===== src/hdl/lir_pkg.sv =====
// Types and constants of the linear interpolation resampler.
`default_nettype none
package lir_pkg;

  localparam int unsigned FRAC_BITS = 16;
  localparam int unsigned SAMPLE_W  = 16;
  localparam int unsigned STEP_W    = FRAC_BITS + 8;   // Q8.FRAC step
  localparam int unsigned ACC_W     = FRAC_BITS + 9;   // stored phase accumulator
  localparam int unsigned POS_W     = ACC_W + 1;       // working position, room for +step
  localparam int unsigned ONE_POS   = 1 << FRAC_BITS;
  localparam int unsigned MIN_STEP  = ONE_POS >> 4;
  localparam int unsigned MAX_OUT   = 32;
  localparam int unsigned CNT_W     = $clog2(MAX_OUT + 1);
  localparam int unsigned PROD_W    = SAMPLE_W + 1 + FRAC_BITS + 1;
  localparam int unsigned SUM_W     = PROD_W;
  localparam int unsigned QDEPTH    = 2;               // power of two
  localparam int unsigned QPTR_W    = $clog2(QDEPTH);

  localparam logic [STEP_W-1:0] STEP_ONE = STEP_W'(ONE_POS);
  localparam logic [STEP_W-1:0] STEP_MIN = STEP_W'(MIN_STEP);

  typedef struct packed {
    logic signed [SAMPLE_W-1:0] sample_in;
    logic                       stream_last;
  } lir_in_t;

  typedef struct packed {
    logic signed [SAMPLE_W-1:0] sample_out;
    logic                       run_end;
    logic                       stream_end;
  } lir_out_t;

  // One classified input, as passed from the front end to the back end.
  typedef struct packed {
    logic signed [SAMPLE_W-1:0] prev;
    logic signed [SAMPLE_W-1:0] cur;
    logic                       have_prev;
    logic                       last;
    logic [STEP_W-1:0]          step;
  } lir_job_t;

endpackage
`default_nettype wire


===== src/hdl/linear_interp_resampler.sv =====
// Top level of the linear interpolation sample-rate converter.
// Linear interpolation resampler for 16-bit signed audio. Each input sample
// closes the interval from the previous one; every output whose phase falls in
// that interval is the blend prev + (cur - prev) * frac, rounded half up to
// 16 bits. The phase advances per output by the step register (Q8.16, input
// rate over output rate, reset to one); steps below one sixteenth are used as
// one sixteenth, so one input gives at most 32 outputs. On an input marked
// stream_last, outputs at or past that sample hold it while phase + step stays
// within one, the last of them carries stream_end, and the phase and previous
// sample return to zero. run_end marks the last output of each input.
// The front end takes one transfer per cycle into a two-entry queue while the
// queue is not full. For each input the back-end sequencer steps through its
// outputs and then closes the input (a final input also runs the hold phase
// first); the first sample of a stream is only stored, unless it also ends
// the stream, when it goes straight to the hold phase. A result passes through
// the multiply register and the output register after the sequencer decides
// its flags. The step register may be written only while the block is idle.
`default_nettype none
module linear_interp_resampler (
  input  wire logic                        clk_i,
  input  wire logic                        rst_ni,
  input  wire logic                        cfg_we_i,
  input  wire logic [lir_pkg::STEP_W-1:0]  cfg_wdata_i,
  input  wire logic                        in_valid_i,
  output logic                             in_stall_o,
  input  wire lir_pkg::lir_in_t            in_data_i,
  output logic                             out_valid_o,
  input  wire logic                        out_stall_i,
  output lir_pkg::lir_out_t                out_data_o
);

  // front end to queue
  logic              q_push, q_full;
  lir_pkg::lir_job_t q_job_in;
  // queue to back end
  logic              q_pop, q_empty;
  lir_pkg::lir_job_t q_job_out;

  // Pairs each accepted transfer with the previous sample and snapshots the
  // clamped step, so that the back end never looks at the register itself.
  lir_front u_front (
    .clk_i       (clk_i),
    .rst_ni      (rst_ni),
    .cfg_we_i    (cfg_we_i),
    .cfg_wdata_i (cfg_wdata_i),
    .in_valid_i  (in_valid_i),
    .in_stall_o  (in_stall_o),
    .in_data_i   (in_data_i),
    .q_full_i    (q_full),
    .q_push_o    (q_push),
    .q_job_o     (q_job_in)
  );

  // Decouples input acceptance from the output-bound sequencer.
  lir_queue u_queue (
    .clk_i   (clk_i),
    .rst_ni  (rst_ni),
    .push_i  (q_push),
    .job_i   (q_job_in),
    .full_o  (q_full),
    .pop_i   (q_pop),
    .empty_o (q_empty),
    .job_o   (q_job_out)
  );

  // Walks the phase across each interval, one output per cycle unless stalled;
  // an output is held back one step so run_end/stream_end can be set at loop end.
  lir_back u_back (
    .clk_i       (clk_i),
    .rst_ni      (rst_ni),
    .q_empty_i   (q_empty),
    .q_job_i     (q_job_out),
    .q_pop_o     (q_pop),
    .out_valid_o (out_valid_o),
    .out_stall_i (out_stall_i),
    .out_data_o  (out_data_o)
  );

endmodule
`default_nettype wire


===== src/hdl/lir_front.sv =====
// Front end: step register, input acceptance and pairing with the previous sample.
`default_nettype none
module lir_front (
  input  wire logic                         clk_i,
  input  wire logic                         rst_ni,
  input  wire logic                         cfg_we_i,
  input  wire logic [lir_pkg::STEP_W-1:0]   cfg_wdata_i,
  input  wire logic                         in_valid_i,
  output logic                              in_stall_o,
  input  wire lir_pkg::lir_in_t             in_data_i,
  input  wire logic                         q_full_i,
  output logic                              q_push_o,
  output lir_pkg::lir_job_t                 q_job_o
);

  logic [lir_pkg::STEP_W-1:0]          step_q;
  logic signed [lir_pkg::SAMPLE_W-1:0] prev_q;
  logic                                have_prev_q;
  logic                                accept;

  assign in_stall_o = q_full_i;
  assign accept     = in_valid_i && !q_full_i;
  assign q_push_o   = accept;

  always_comb begin
    q_job_o.prev      = prev_q;
    q_job_o.cur       = in_data_i.sample_in;
    q_job_o.have_prev = have_prev_q;
    q_job_o.last      = in_data_i.stream_last;
    // tiny steps are raised to one sixteenth
    q_job_o.step      = (step_q < lir_pkg::STEP_MIN) ? lir_pkg::STEP_MIN : step_q;
  end

  always_ff @(posedge clk_i or negedge rst_ni) begin
    if (!rst_ni) begin
      step_q <= lir_pkg::STEP_ONE;
    end else if (cfg_we_i) begin
      step_q <= cfg_wdata_i;
    end
  end

  always_ff @(posedge clk_i or negedge rst_ni) begin
    if (!rst_ni) begin
      prev_q      <= '0;
      have_prev_q <= 1'b0;
    end else if (accept) begin
      if (in_data_i.stream_last) begin
        prev_q      <= '0;
        have_prev_q <= 1'b0;
      end else begin
        prev_q      <= in_data_i.sample_in;
        have_prev_q <= 1'b1;
      end
    end
  end

endmodule
`default_nettype wire


===== src/hdl/lir_queue.sv =====
// Two-entry job queue between front end and back end.
`default_nettype none
module lir_queue (
  input  wire logic              clk_i,
  input  wire logic              rst_ni,
  input  wire logic              push_i,
  input  wire lir_pkg::lir_job_t job_i,
  output logic                   full_o,
  input  wire logic              pop_i,
  output logic                   empty_o,
  output lir_pkg::lir_job_t      job_o
);

  lir_pkg::lir_job_t           entry_q [lir_pkg::QDEPTH];
  logic [lir_pkg::QPTR_W-1:0]  wr_ptr_q, rd_ptr_q;
  logic [lir_pkg::QPTR_W:0]    cnt_q, cnt_d;
  logic                        do_push, do_pop;

  assign full_o  = (cnt_q == (lir_pkg::QPTR_W+1)'(lir_pkg::QDEPTH));
  assign empty_o = (cnt_q == '0);
  assign do_push = push_i && !full_o;
  assign do_pop  = pop_i && !empty_o;
  assign job_o   = entry_q[rd_ptr_q];

  always_comb begin
    cnt_d = cnt_q;
    if (do_push && !do_pop) begin
      cnt_d = cnt_q + 1'b1;
    end else if (do_pop && !do_push) begin
      cnt_d = cnt_q - 1'b1;
    end
  end

  always_ff @(posedge clk_i or negedge rst_ni) begin
    if (!rst_ni) begin
      wr_ptr_q <= '0;
      rd_ptr_q <= '0;
      cnt_q    <= '0;
    end else begin
      cnt_q <= cnt_d;
      if (do_push) begin
        wr_ptr_q <= wr_ptr_q + 1'b1;
      end
      if (do_pop) begin
        rd_ptr_q <= rd_ptr_q + 1'b1;
      end
    end
  end

  always_ff @(posedge clk_i) begin
    if (do_push) begin
      entry_q[wr_ptr_q] <= job_i;
    end
  end

endmodule
`default_nettype wire


===== src/hdl/lir_back.sv =====
// Back end: phase sequencer, blend multiplier, rounding and output register.
`default_nettype none
module lir_back (
  input  wire logic              clk_i,
  input  wire logic              rst_ni,
  input  wire logic              q_empty_i,
  input  wire lir_pkg::lir_job_t q_job_i,
  output logic                   q_pop_o,
  output logic                   out_valid_o,
  input  wire logic              out_stall_i,
  output lir_pkg::lir_out_t      out_data_o
);

  localparam logic [1:0] ST_IDLE   = 2'd0;
  localparam logic [1:0] ST_INTERP = 2'd1;
  localparam logic [1:0] ST_HOLD   = 2'd2;

  localparam int unsigned FB = lir_pkg::FRAC_BITS;
  localparam int unsigned SW = lir_pkg::SAMPLE_W;
  localparam logic [lir_pkg::POS_W-1:0] POS_ONE = lir_pkg::POS_W'(lir_pkg::ONE_POS);
  localparam logic [lir_pkg::CNT_W-1:0] CNT_MAX = lir_pkg::CNT_W'(lir_pkg::MAX_OUT);
  localparam logic signed [lir_pkg::SUM_W-1:0] HALF =
    lir_pkg::SUM_W'(lir_pkg::ONE_POS >> 1);

  // sequencer
  logic [1:0]                  st_q, st_d;
  logic [lir_pkg::POS_W-1:0]   pos_q, pos_d;
  logic [lir_pkg::CNT_W-1:0]   n_q, n_d;
  logic signed [SW-1:0]        cur_q, prev_q;
  logic                        last_q;
  logic [lir_pkg::STEP_W-1:0]  step_q;
  logic                        load;

  // pending result, flagged once the next move is known
  logic                        pend_v_q, pend_v_d;
  logic signed [SW-1:0]        pend_a_q, pend_a_d, pend_b_q, pend_b_d;
  logic [FB-1:0]               pend_f_q, pend_f_d;
  logic                        push, push_run, push_end;

  // multiply stage and output register
  logic                        a_v_q;
  logic signed [SW-1:0]        a_base_q;
  logic signed [lir_pkg::PROD_W-1:0] a_prod_q;
  logic                        a_run_q, a_end_q;
  logic                        o_v_q;
  lir_pkg::lir_out_t           o_data_q;

  logic                        out_free, a_free;
  logic [lir_pkg::POS_W-1:0]   pos_add, pos_wrap;
  logic                        cap_ok, interp_emit, hold_emit;
  logic signed [SW:0]          diff;
  logic signed [FB:0]          frac_s;
  logic signed [lir_pkg::PROD_W-1:0] prod;
  logic signed [lir_pkg::SUM_W-1:0]  sum;

  assign out_free = !o_v_q || !out_stall_i;
  assign a_free   = !a_v_q || out_free;

  assign pos_add     = pos_q + lir_pkg::POS_W'(step_q);
  assign pos_wrap    = (pos_q >= POS_ONE) ? (pos_q - POS_ONE) : '0;
  assign cap_ok      = (n_q < CNT_MAX);
  assign interp_emit = (pos_q < POS_ONE) && cap_ok;
  assign hold_emit   = (pos_add <= POS_ONE) && cap_ok;

  always_comb begin
    st_d     = st_q;
    pos_d    = pos_q;
    n_d      = n_q;
    pend_v_d = pend_v_q;
    pend_a_d = pend_a_q;
    pend_b_d = pend_b_q;
    pend_f_d = pend_f_q;
    push     = 1'b0;
    push_run = 1'b0;
    push_end = 1'b0;
    load     = 1'b0;
    unique case (st_q)
      ST_IDLE: begin
        load = !q_empty_i;
      end
      ST_INTERP: begin
        if (a_free) begin
          if (interp_emit) begin
            push     = pend_v_q;
            pend_v_d = 1'b1;
            pend_a_d = prev_q;
            pend_b_d = cur_q;
            pend_f_d = pos_q[FB-1:0];
            pos_d    = pos_add;
            n_d      = n_q + 1'b1;
          end else begin
            pos_d = {1'b0, pos_wrap[lir_pkg::ACC_W-1:0]};
            if (last_q) begin
              st_d = ST_HOLD;
            end else begin
              push     = pend_v_q;
              push_run = 1'b1;
              pend_v_d = 1'b0;
              st_d     = ST_IDLE;
              load     = !q_empty_i;
            end
          end
        end
      end
      ST_HOLD: begin
        if (a_free) begin
          if (hold_emit) begin
            push     = pend_v_q;
            pend_v_d = 1'b1;
            pend_a_d = cur_q;
            pend_b_d = cur_q;
            pend_f_d = '0;
            pos_d    = pos_add;
            n_d      = n_q + 1'b1;
          end else begin
            // end of stream: accumulator restarts
            pos_d    = '0;
            push     = pend_v_q;
            push_run = 1'b1;
            push_end = 1'b1;
            pend_v_d = 1'b0;
            st_d     = ST_IDLE;
            load     = !q_empty_i;
          end
        end
      end
      default: begin
        st_d = ST_IDLE;
      end
    endcase
    if (load) begin
      n_d = '0;
      priority if (q_job_i.have_prev) begin
        st_d = ST_INTERP;
      end else if (q_job_i.last) begin
        st_d = ST_HOLD;
      end else begin
        st_d = ST_IDLE;
      end
    end
  end

  assign q_pop_o = load;

  always_ff @(posedge clk_i or negedge rst_ni) begin
    if (!rst_ni) begin
      st_q     <= ST_IDLE;
      pos_q    <= '0;
      n_q      <= '0;
      pend_v_q <= 1'b0;
      a_v_q    <= 1'b0;
      o_v_q    <= 1'b0;
    end else begin
      st_q     <= st_d;
      pos_q    <= pos_d;
      n_q      <= n_d;
      pend_v_q <= pend_v_d;
      if (a_free) begin
        a_v_q <= push;
      end
      if (out_free) begin
        o_v_q <= a_v_q;
      end
    end
  end

  always_ff @(posedge clk_i) begin
    pend_a_q <= pend_a_d;
    pend_b_q <= pend_b_d;
    pend_f_q <= pend_f_d;
    if (load) begin
      cur_q  <= q_job_i.cur;
      prev_q <= q_job_i.prev;
      last_q <= q_job_i.last;
      step_q <= q_job_i.step;
    end
  end

  // (b - a) * frac, registered before the rounding add
  assign diff   = {pend_b_q[SW-1], pend_b_q} - {pend_a_q[SW-1], pend_a_q};
  assign frac_s = $signed({1'b0, pend_f_q});
  assign prod   = diff * frac_s;

  always_ff @(posedge clk_i) begin
    if (a_free && push) begin
      a_base_q <= pend_a_q;
      a_prod_q <= prod;
      a_run_q  <= push_run;
      a_end_q  <= push_end;
    end
  end

  // a * ONE + product + ONE/2, floor shift
  assign sum = (lir_pkg::SUM_W'(a_base_q) <<< FB) + a_prod_q + HALF;

  always_ff @(posedge clk_i) begin
    if (out_free && a_v_q) begin
      o_data_q.sample_out <= sum[FB+SW-1:FB];
      o_data_q.run_end    <= a_run_q;
      o_data_q.stream_end <= a_end_q;
    end
  end

  assign out_valid_o = o_v_q;
  assign out_data_o  = o_data_q;

endmodule
`default_nettype wire


===== config.mk =====
export PLATFORM = sky130hd
export DESIGN_NAME = linear_interp_resampler
export DESIGN_NICKNAME = d
export VERILOG_FILES = /design/src/hdl/lir_pkg.sv /design/src/hdl/linear_interp_resampler.sv /design/src/hdl/lir_front.sv /design/src/hdl/lir_queue.sv /design/src/hdl/lir_back.sv
export SDC_FILE = /design/constraint.sdc
export NUM_CORES = 1
export LEC_CHECK = 0
export BUFFER_PORTS_ARGS = -buffer_cell sky130_fd_sc_hd__buf_2
export CAP_MARGIN = 20
export CORE_UTILIZATION = 40
export CTS_CLUSTER_DIAMETER = 200
export DETAILED_ROUTE_END_ITERATION = 8
export PLACE_DENSITY = 0.59
export REMOVE_ABC_BUFFERS = 1
export SLEW_MARGIN = 5
export SYNTH_ARGS = -nofsm -noshare
export SYNTH_HDL_FRONTEND = slang
export SYNTH_SLANG_ARGS = --single-unit

===== constraint.sdc =====
create_clock -name clk_i -period 10.6 [get_ports clk_i]
set_input_delay 1.06 -clock clk_i [delete_from_list [all_inputs] [get_ports clk_i]]
set_output_delay 1.06 -clock clk_i [all_outputs]
set_load 0.05 [all_outputs]

==> results of run 1 <==
layer usage:
metal | share of wire, % | up-vias | wire length (µm)
met3 | 3.9 | 79 | 2320
met2 | 49 | 330 | 28700
met4 | 1.8 | 0 | 1050
met5 | 0 | - | 0
li1 | - | 8198 | -
met1 | 45 | 8824 | 26600
layout make-up:
class | count | share of cell area, %
inverter | 390 | 4.98
timing repair buffer | 97 | 2.00
multi-input combinational | 1573 | 49.6
clock inverter | 20 | 1.01
clock buffer | 53 | 3.75
tap | 864 | 3.67
sequential | 356 | 35.0
how the worst max path moves through the flow:
stage	startpoint	end	cells after the start
5_1_grt	u_back.pend_a_q[0]$_DFFE_PP_	u_back.a_prod_q[31]$_DFFE_PP_	28
6_report	u_back.pend_a_q[0]$_DFFE_PP_	u_back.a_prod_q[31]$_DFFE_PP_	30
3_5_place_dp	u_back.pend_a_q[0]$_DFFE_PP_	u_back.a_prod_q[31]$_DFFE_PP_	30
3_3_place_gp	u_back.pend_a_q[1]$_DFFE_PP_	u_back.a_prod_q[31]$_DFFE_PP_	35
4_1_cts	u_back.pend_a_q[0]$_DFFE_PP_	u_back.a_prod_q[31]$_DFFE_PP_	30
2_1_floorplan	u_back.pend_a_q[1]$_DFFE_PP_	u_back.a_prod_q[31]$_DFFE_PP_	30
synthesized netlist by cell type (all sizes together) (58+ instances only):
master	instances	area, µm²
dfrtp	81	2030
a21oi	59	295
mux2	100	1130
inv	389	1460
and2	120	751
nand3	58	290
nor2	75	282
ha	146	1830
fa	261	5230
o21ai	77	385
clkbuf	102	383
edfxtp	274	8230
nand2	183	687
through the flow:
stage | utilization [%] | area (µm²) | instances
finish | 44.6 | 29400 | 3353
CTS | 44.5 | 29400 | 3351
global placement | 42.4 | 28000 | 3278
detailed placement | 42.4 | 28000 | 3278
floorplan | - | 26300 | 2319
global route | 44.6 | 29400 | 3353
critical path, delay by kind of cell, from the launching register on:
| family | cells | cell delay [ps] |
|---|---|---|
| AND/OR/NAND/NOR | 5 | 720 |
| flip-flops | 1 | 390 |
| AO/OA/AOI/OAI | 10 | 2740 |
| XOR/XNOR | 3 | 1060 |
| buffers and inverters | 4 | 380 |
| adder cells (fa/ha/maj) | 8 | 3960 |
logic make-up after synthesis:
logic type               after synthesis
flip-flops                           356
multiplexers                         104
XOR/XNOR                              78
AND/OR/NAND/NOR                      644
adder cells (fa/ha/maj)              407
buffers and inverters                501
AO/OA/AOI/OAI                        340
placed cells by master (no fill, tap or decap), drive strengths merged, types with 6 or more instances in the layout:
cell	netlist	routed
a211oi	9	9
a21boi	11	11
a21o	23	23
a21oi	59	59
a22o	12	12
a31oi	21	21
and2	120	120
and3	29	29
buf	9	97
bufinv	0	7
clkbuf	102	53
clkinv	1	13
dfrtp	81	81
edfxtp	274	274
fa	261	261
ha	146	146
inv	389	389
mux2	100	100
nand2	183	183
nand2b	53	53
nand3	58	58
nor2	75	75
nor2b	45	45
nor3	25	25
nor4	12	12
o211ai	19	19
o21a	13	13
o21ai	77	77
o22ai	11	11
o311a	6	6
o311ai	8	8
o31ai	14	14
o41ai	6	6
or2	9	9
or3	16	16
xnor2	54	54
xor2	23	23
flip-flops by register name, indices dropped and copies added, names as in the netlist, 2 cells and up:
| register | flops |
|---|---|
| u_queue.cnt_q | 2 |
| u_back.cur_q | 16 |
| u_back.n_q | 6 |
| u_back.pend_a_q | 16 |
| u_back.a_base_q | 16 |
| u_queue.entry_q | 116 |
| u_front.step_q | 24 |
| u_back.prev_q | 16 |
| u_back.step_q | 24 |
| u_back.out_data_o | 18 |
| u_back.a_prod_q | 17 |
| u_front.prev_q | 16 |
| u_back.st_q | 2 |
| u_back.pend_f_q | 16 |
| u_back.pend_b_q | 16 |
| u_back.pos_q | 26 |
==> run metrics, run 1 <==
clock latency reported for the late side of the worst-skew pair=~570 ps; data arrival time of the critical path=9820 ps; Primary FF master, synth=sky130_fd_sc_hd__edfxtp_1; via count=~17000; syn avg cell area=between 10 and 15 µm²; Hold-fix buffers, CTS=0; post-synthesis async set-or-reset flop share=a little under a quarter; global-route wire length before repair=~98000 µm; compound-gate portion of the synthesized area=8.70%; number of synthesized register bits=roughly 360; Post-Route Hold Slack=372 ps; Final Hold Vio Count=0; global-route track usage on met3=2.64%; number of antenna violations at the first check in global routing=0; path type of the worst min-delay path=primary input to asynchronous set/reset pin; die area=roughly 68000 µm²; CTS Sinks=~360; fill count=approximately 6000; required time reported for the critical path endpoint=roughly 11000 ps; slowest stage cell on the critical path=sky130_fd_sc_hd__fa_1; GR Util All Layers=18.1%; global placer's final weighted congestion=around 0.86; post-placement setup slack=1110 ps; antenna fix cells=0; global route hottest layer=met2; time the worst path needs with I/O delays and setup=9520 ps; EDFF count, synth=274; number of cells upsized or downsized after cts=0; Worst R2R Start=u_back.pend_a_q[0]$_DFFE_PP_; FF-to-FF path depth=30; register clock-pin slew on the reported worst setup and hold paths=approximately 60 ps; grt ovf=0; pin count of the biggest net entering global routing=69; worst slew pin tran=1100 ps; H-tree depth=2; average vias per placed instance=5.20; setup slack on the worst flop-to-flop path=1080 ps; fmax=about 110 MHz; r2r endpoint=u_back.a_prod_q[31]$_DFFE_PP_; kind of capture point of the worst setup path=register; maximum number of buffers from clock root to sink=3; category of the most critical setup path=register to register; max-slew violation total from the final report=0; Post-Synth Simple-Gate Area=approximately 12%; number of design rule violations left after detail routing=2; antenna-violating nets left=0; main combinational cell family by area after synthesis=adder cells; xor and xnor fraction of the mapped netlist area=~2.6%; number of iterations in the first detailed-routing pass=7; met2 routing resource usage after global routing=roughly 31%; result of the run=complete, but fails checks; post-CTS setup buffer count=0; count of max-cap constraint violations=0; Wirelength per Cell=about 18 µm; area of all sequential standard cells=between 10000 and 15000 µm²; Final Cycle Share=roughly nine tenths; vias in the first global route=around 19000; sum of negative setup slack=0 ps; failing checks=DRC; final setup violation count=0; Starting Density=40.5%; Synthesis Warnings=0; setup slack after layout=1080 ps; number of distinct library cell variants in the gate-level netlist after synthesis=between 70 and 80; adder-cell area share of the yosys netlist=between 20% and 30%; RSZ-0062 raised after global routing=false; layout cell share with drive strength beyond 1=between 10 and 15%; fraction of synthesized area in multiplexers=4.36%; number of cells produced by synthesis=~2400; maximum cell stage delay along the critical path=around 850 ps; placed wire-length estimate after detailed placement=about 44000 µm; overall die height=~260 µm; proportion of synthesized chip area in sequential cells=between 30% and 40%; row count=94; total of buffers placed on input and output ports=65; initial detailed-routing violation count=1026; Multi-input gate area=around 15000 µm²; Net count, final=between 2000 and 3000; startpoint type of the worst setup path=register; global-route track usage on met1=24.3%; Worst slew margin=25.9%; Placeable Area=approximately 66000 µm²; clock skew after layout=just under 30 ps; Top cell by count, worst path=sky130_fd_sc_hd__fa_1; Total Wirelength=~59000 µm; # IOs=66; TritonCTS clock tree=done; die width=between 200 and 300 µm; Area Growth Syn to Fin=10.0%; CTS root buf=sky130_fd_sc_hd__clkbuf_16; Syn Std Cell Area=between 20000 and 30000 µm²; number of clock buffers inserted by TritonCTS=40; CP Max Fanout=18
Power of run 1 is not shown: default switching activity piles up to over one toggle a cycle in this logic, so the estimate is an artifact.
==> inputs of run 2 (changes only) <==
- CELL_PAD_IN_SITES_DETAIL_PLACEMENT: not set -> 0
- CELL_PAD_IN_SITES_GLOBAL_PLACEMENT: not set -> 1
- PLACE_DENSITY: 0.59 -> 0.69
==> run 2 against run 1 <==
The run still ends with DRC left. Clock skew fell by 12 ps. Critical path depth rose by 5. Non-clock buffer count rose by 4. Setup slack improved by 300 ps. Sequential share of layout area rose by 0.061 points. Die area did not move. Final cell count barely moved.
==> run metrics, run 2 (same netlist as run 1, synthesis figures left out) <==
GR Util All Layers=between 15 and 20%; Worst slew margin=between 20% and 30%; worst slew pin tran=between 1000 and 1500 ps; placed wire-length estimate after detailed placement=roughly 45000 µm; global placer's final weighted congestion=approximately 0.87; startpoint type of the worst setup path=register; # IOs=66; average vias per placed instance=just over 5; number of clock buffers inserted by TritonCTS=39; time the worst path needs with I/O delays and setup=9220 ps; layout cell share with drive strength beyond 1=11.6%; CP Max Fanout=10; dpl cell area=between 20000 and 30000 µm²; required time reported for the critical path endpoint=10900 ps; overall die height=261 µm; row count=between 90 and 100; Placeable Area=approximately 66000 µm²; Final Cycle Share=slightly below 90%; max reg flops=approximately 120; vias in the first global route=17900; CTS Sinks=around 360; Total Wirelength=between 50000 and 60000 µm; number of cells upsized or downsized after cts=0; area of all placed cells without fillers=roughly 30000 µm²; TritonCTS clock tree=done; Largest Register=u_queue.entry_q; Top cell by count, worst path=sky130_fd_sc_hd__inv_1; result of the run=complete, but fails checks; antenna-violating nets left=0; register clock-pin slew on the reported worst setup and hold paths=60 ps; final setup violation count=0; failing checks=DRC; Net count, final=between 2000 and 3000; total of buffers placed on input and output ports=65; commonest cells after routing, fill and taps aside=389 x sky130_fd_sc_hd__inv_1, 274 x sky130_fd_sc_hd__edfxtp_1, 261 x sky130_fd_sc_hd__fa_1, 183 x sky130_fd_sc_hd__nand2_1, 146 x sky130_fd_sc_hd__ha_1; global-route wire length before repair=about 97000 µm; maximum cell stage delay along the critical path=between 700 and 800 ps; die area=67900 µm²; pin count of the biggest net entering global routing=60; initial detailed-routing violation count=955; grt ovf=0; post-CTS setup buffer count=0; Starting Density=between 40% and 50%; number of iterations in the first detailed-routing pass=7; kind of capture point of the worst setup path=register; sum of negative setup slack=0 ps; Final Hold Vio Count=0; fin util=between 40% and 50%; H-tree depth=2; antenna fix cells=0; commonest non-fill, non-tap cell in the layout=sky130_fd_sc_hd__inv_1; cell total after placement=approximately 3300; Finished Layout Cells=approximately 3400; CTS root buf=sky130_fd_sc_hd__clkbuf_16; fill count=6134; category of the most critical setup path=register to register; RSZ-0062 raised after global routing=false; Area Growth Syn to Fin=9.84%; registers with the most flip-flops=u_queue.entry_q (116), u_back.pos_q (26); Hold-fix buffers, CTS=0; slowest stage cell on the critical path=sky130_fd_sc_hd__xnor2_1; die width=roughly 260 µm; max-slew violation total from the final report=0; clock skew after layout=about 17 ps; fmax=108 MHz; clock latency reported for the late side of the worst-skew pair=570 ps; number of design rule violations left after detail routing=13; count of max-cap constraint violations=0; path type of the worst min-delay path=register to register; data arrival time of the critical path=approximately 9500 ps; via count=between 15000 and 20000; maximum number of buffers from clock root to sink=3; number of antenna violations at the first check in global routing=1; Wirelength per Cell=approximately 18 µm
[run 2: changes by cell type in the layout (fill, tap and decap cells not counted), moves of 3 or more]
cell	change
sky130_fd_sc_hd__buf_4	+5
sky130_fd_sc_hd__bufinv_16	-4
sky130_fd_sc_hd__clkbuf_8	+5
sky130_fd_sc_hd__clkbuf_16	-3
[run 2: worst paths after layout]
path,startpoint,to,slack [ps],cells past startpoint
setup / recovery,u_back.pend_a_q[1]$_DFFE_PP_,u_back.a_prod_q[31]$_DFFE_PP_,1380,35
hold / removal,u_back.a_end_q$_SDFFCE_PN0P_,u_back.out_data_o[0]$_DFFE_PP_,440,0
setup reg to reg,u_back.pend_a_q[1]$_DFFE_PP_,u_back.a_prod_q[31]$_DFFE_PP_,1380,35
hold reg to reg,u_back.a_end_q$_SDFFCE_PN0P_,u_back.out_data_o[0]$_DFFE_PP_,440,0
max in group asynchronous,rst_ni,u_queue.rd_ptr_q$_DFFE_PN0P_,9090,2
min in group asynchronous,rst_ni,u_back.pos_q[23]$_DFFE_PN0P_,470,1
[run 2: area by class of cell]
| type | instances | area (µm²) | share of cell area [%] |
|---|---|---|---|
| repair buffers | 101 | 598 | 2.04 |
| well taps | 864 | 1080 | 3.68 |
| clock inverters | 18 | 234 | 0.797 |
| clock buffers | 54 | 1090 | 3.72 |
| flip-flops and latches | 356 | 10300 | 35.0 |
| inverters | 390 | 1460 | 4.98 |
| multi-input cells | 1573 | 14600 | 49.8 |
[run 2: per-stage QoR]
| step | hold WS, ps | setup slack, ps |
|---|---|---|
| final | 437 | 1380 |
| after global routing | 444 | 477 |
| after CTS | 440 | 1310 |
| after detailed placement | 418 | 1360 |
| after global placement | 410 | 1600 |
| after floorplan | 400 | 1880 |
[run 2: critical path, delay by kind of cell, from the launching register on]
family | cells | cell delay, ps
buffers and inverters | 9 | 820
xor gates and xnor gates | 2 | 1090
AOI/OAI and AO/OA | 12 | 2480
DFF | 1 | 410
and+or+nand+nor | 4 | 860
adders and majority gates | 8 | 3280
[run 2: metal layers]
layer  global-route usage (%)  part of all wire, %
met5                        0                0.017
met4                     4.06                  1.7
met3                     2.68                  3.9
met2                     28.6                   46
met1                     25.7                   49
Power of run 2 is left out for the same reason.
==> inputs of run 3 (changes only) <==
- PLACE_DENSITY: 0.69 -> not set
- PLACE_DENSITY_LB_ADDON: not set -> 0.1
==> run 3 against run 2 <==
The flow still finishes with violations (DRC). Non-clock buffer count grew 4. First-iteration DRC count grew 18%. Cell area is essentially flat. Maximum frequency shrank 1.6%. Setup slack lost 150 ps. Via count grew 1.0%. Sequential share of layout area is essentially flat. Count of clock-buffer cells in the layout shrank 3. Clock skew grew 9.1 ps. Die area is the same. Final cell count grew 0.18%.
==> run metrics, run 3 (same netlist as run 1, synthesis figures left out) <==
result of the run=complete, but fails checks; failing checks=DRC; number of clock buffers inserted by TritonCTS=39; fill count=6190; met1 routed wirelength after detailed routing=~31000 µm; Final Cycle Share=roughly 88%; # IOs=between 60 and 70; number of iterations in the first detailed-routing pass=8; registers with the most flip-flops=u_queue.entry_q (116), u_back.pos_q (26); total of buffers placed on input and output ports=between 60 and 70; row count=94; Area Growth Syn to Fin=9.79%; final setup violation count=0; kind of capture point of the worst setup path=register; fmax=107 MHz; fin util=between 40% and 50%; CTS Sinks=between 300 and 400; Wirelength per Cell=19.2 µm; worst slew pin tran=1080 ps; commonest non-fill, non-tap cell in the layout=sky130_fd_sc_hd__inv_1; max-slew violation total from the final report=0; sum of negative setup slack=0 ps; area of all placed cells without fillers=between 20000 and 30000 µm²; vias in the first global route=18000; Worst slew margin=28.1%; Placeable Area=between 60000 and 70000 µm²; global-route wire length before repair=103000 µm; number of design rule violations left after detail routing=8; RSZ-0062 raised after global routing=false; Total Wirelength=between 60000 and 70000 µm; Starting Density=between 40% and 50%; startpoint type of the worst setup path=register; CTS root buf=sky130_fd_sc_hd__clkbuf_16; number of cells upsized or downsized after cts=0; path type of the worst min-delay path=register to register; maximum number of buffers from clock root to sink=3; category of the most critical setup path=register to register; TritonCTS clock tree=done; Hold-fix buffers, CTS=0; count of max-cap constraint violations=0; Largest Register=u_queue.entry_q; global placer's final weighted congestion=0.855; time the worst path needs with I/O delays and setup=around 9400 ps; overall die height=261 µm; antenna-violating nets left=0; Largest delay share family, worst path=compound AO/OA/AOI/OAI gates; wire length on met3=about 2900 µm; number of buffer and inverter instances along the worst setup path=5; maximum cell stage delay along the critical path=between 700 and 800 ps; setup slack after layout=1220 ps; post-CTS setup buffer count=0; CP Max Fanout=9; Final Hold Vio Count=0; number of antenna violations at the first check in global routing=1; Net count, final=between 2000 and 3000; clock latency reported for the late side of the worst-skew pair=between 500 and 600 ps; initial detailed-routing violation count=around 1100; commonest cells after routing, fill and taps aside=389 x sky130_fd_sc_hd__inv_1, 274 x sky130_fd_sc_hd__edfxtp_1, 261 x sky130_fd_sc_hd__fa_1, 183 x sky130_fd_sc_hd__nand2_1, 146 x sky130_fd_sc_hd__ha_1; slowest stage cell on the critical path=sky130_fd_sc_hd__o211ai_1; dpl cell area=approximately 28000 µm²; data arrival time of the critical path=approximately 9700 ps; pin count of the biggest net entering global routing=60; grt ovf=0; register clock-pin slew on the reported worst setup and hold paths=about 60 ps; max reg flops=116; met2 wirelength from detailed routing=29700 µm; Top cell by count, worst path=sky130_fd_sc_hd__fa_1; H-tree depth=2; post-placement setup slack=~1100 ps; layout cell share with drive strength beyond 1=about an eighth; die width=261 µm; highest routed layer=met4; clock skew after layout=between 20 and 30 ps; required time reported for the critical path endpoint=between 10000 and 15000 ps; placed wire-length estimate after detailed placement=48200 µm; via count=~17000; average vias per placed instance=5.12; die area=~68000 µm²; GR Util All Layers=between 10% and 20%
run 3: cell types whose count changed in the layout (fill, tap and decap cells not counted), sizes merged:
cell / delta
clkbuf: -3
inv: -4
diode: +2
clkinv: +4
clkinvlp: +3
buf: +4
run 3: final cells by class:
class / instances / area, µm² / share of cell area (%)
timing repair buffer: 105 / 628 / 2.14
clock inverter: 21 / 229 / 0.780
inverter: 390 / 1460 / 4.99
antenna: 2 / 5.00 / 0.0171
sequential: 356 / 10300 / 35.0
multi-input combinational: 1573 / 14600 / 49.8
clock buffer: 51 / 1050 / 3.58
tap: 864 / 1080 / 3.68
run 3: path summary, 6_finish.rpt:
path,start,endpoint,slack (ps),depth (start not counted)
max,u_back.pend_a_q[1]$_DFFE_PP_,u_back.a_prod_q[31]$_DFFE_PP_,1220,30
min,u_back.a_end_q$_SDFFCE_PN0P_,u_back.out_data_o[0]$_DFFE_PP_,420,0
max reg2reg,u_back.pend_a_q[1]$_DFFE_PP_,u_back.a_prod_q[31]$_DFFE_PP_,1220,30
min reg2reg,u_back.a_end_q$_SDFFCE_PN0P_,u_back.out_data_o[0]$_DFFE_PP_,420,0
max in group asynchronous,rst_ni,u_queue.rd_ptr_q$_DFFE_PN0P_,9070,2
min in group asynchronous,rst_ni,u_back.pos_q[25]$_DFFE_PN0P_,470,1
run 3: metrics by stage:
| step | hold WS, ps | instances |
|---|---|---|
| after floorplan | 400 | 2319 |
| after global placement | 410 | 3286 |
| after detailed placement | 411 | 3286 |
| after CTS | 425 | 3358 |
| after global routing | 442 | 3360 |
| final | 424 | 3362 |
run 3: layer usage:
| layer | GRT usage (%) | up-vias |
|---|---|---|
| met1 | 28.3 | 8575 |
| met4 | 4.71 | 0 |
| met2 | 31.4 | 354 |
| met5 | 0 | - |
| li1 | - | 8210 |
| met3 | 2.63 | 74 |
Power of run 3 is left out for the same reason.
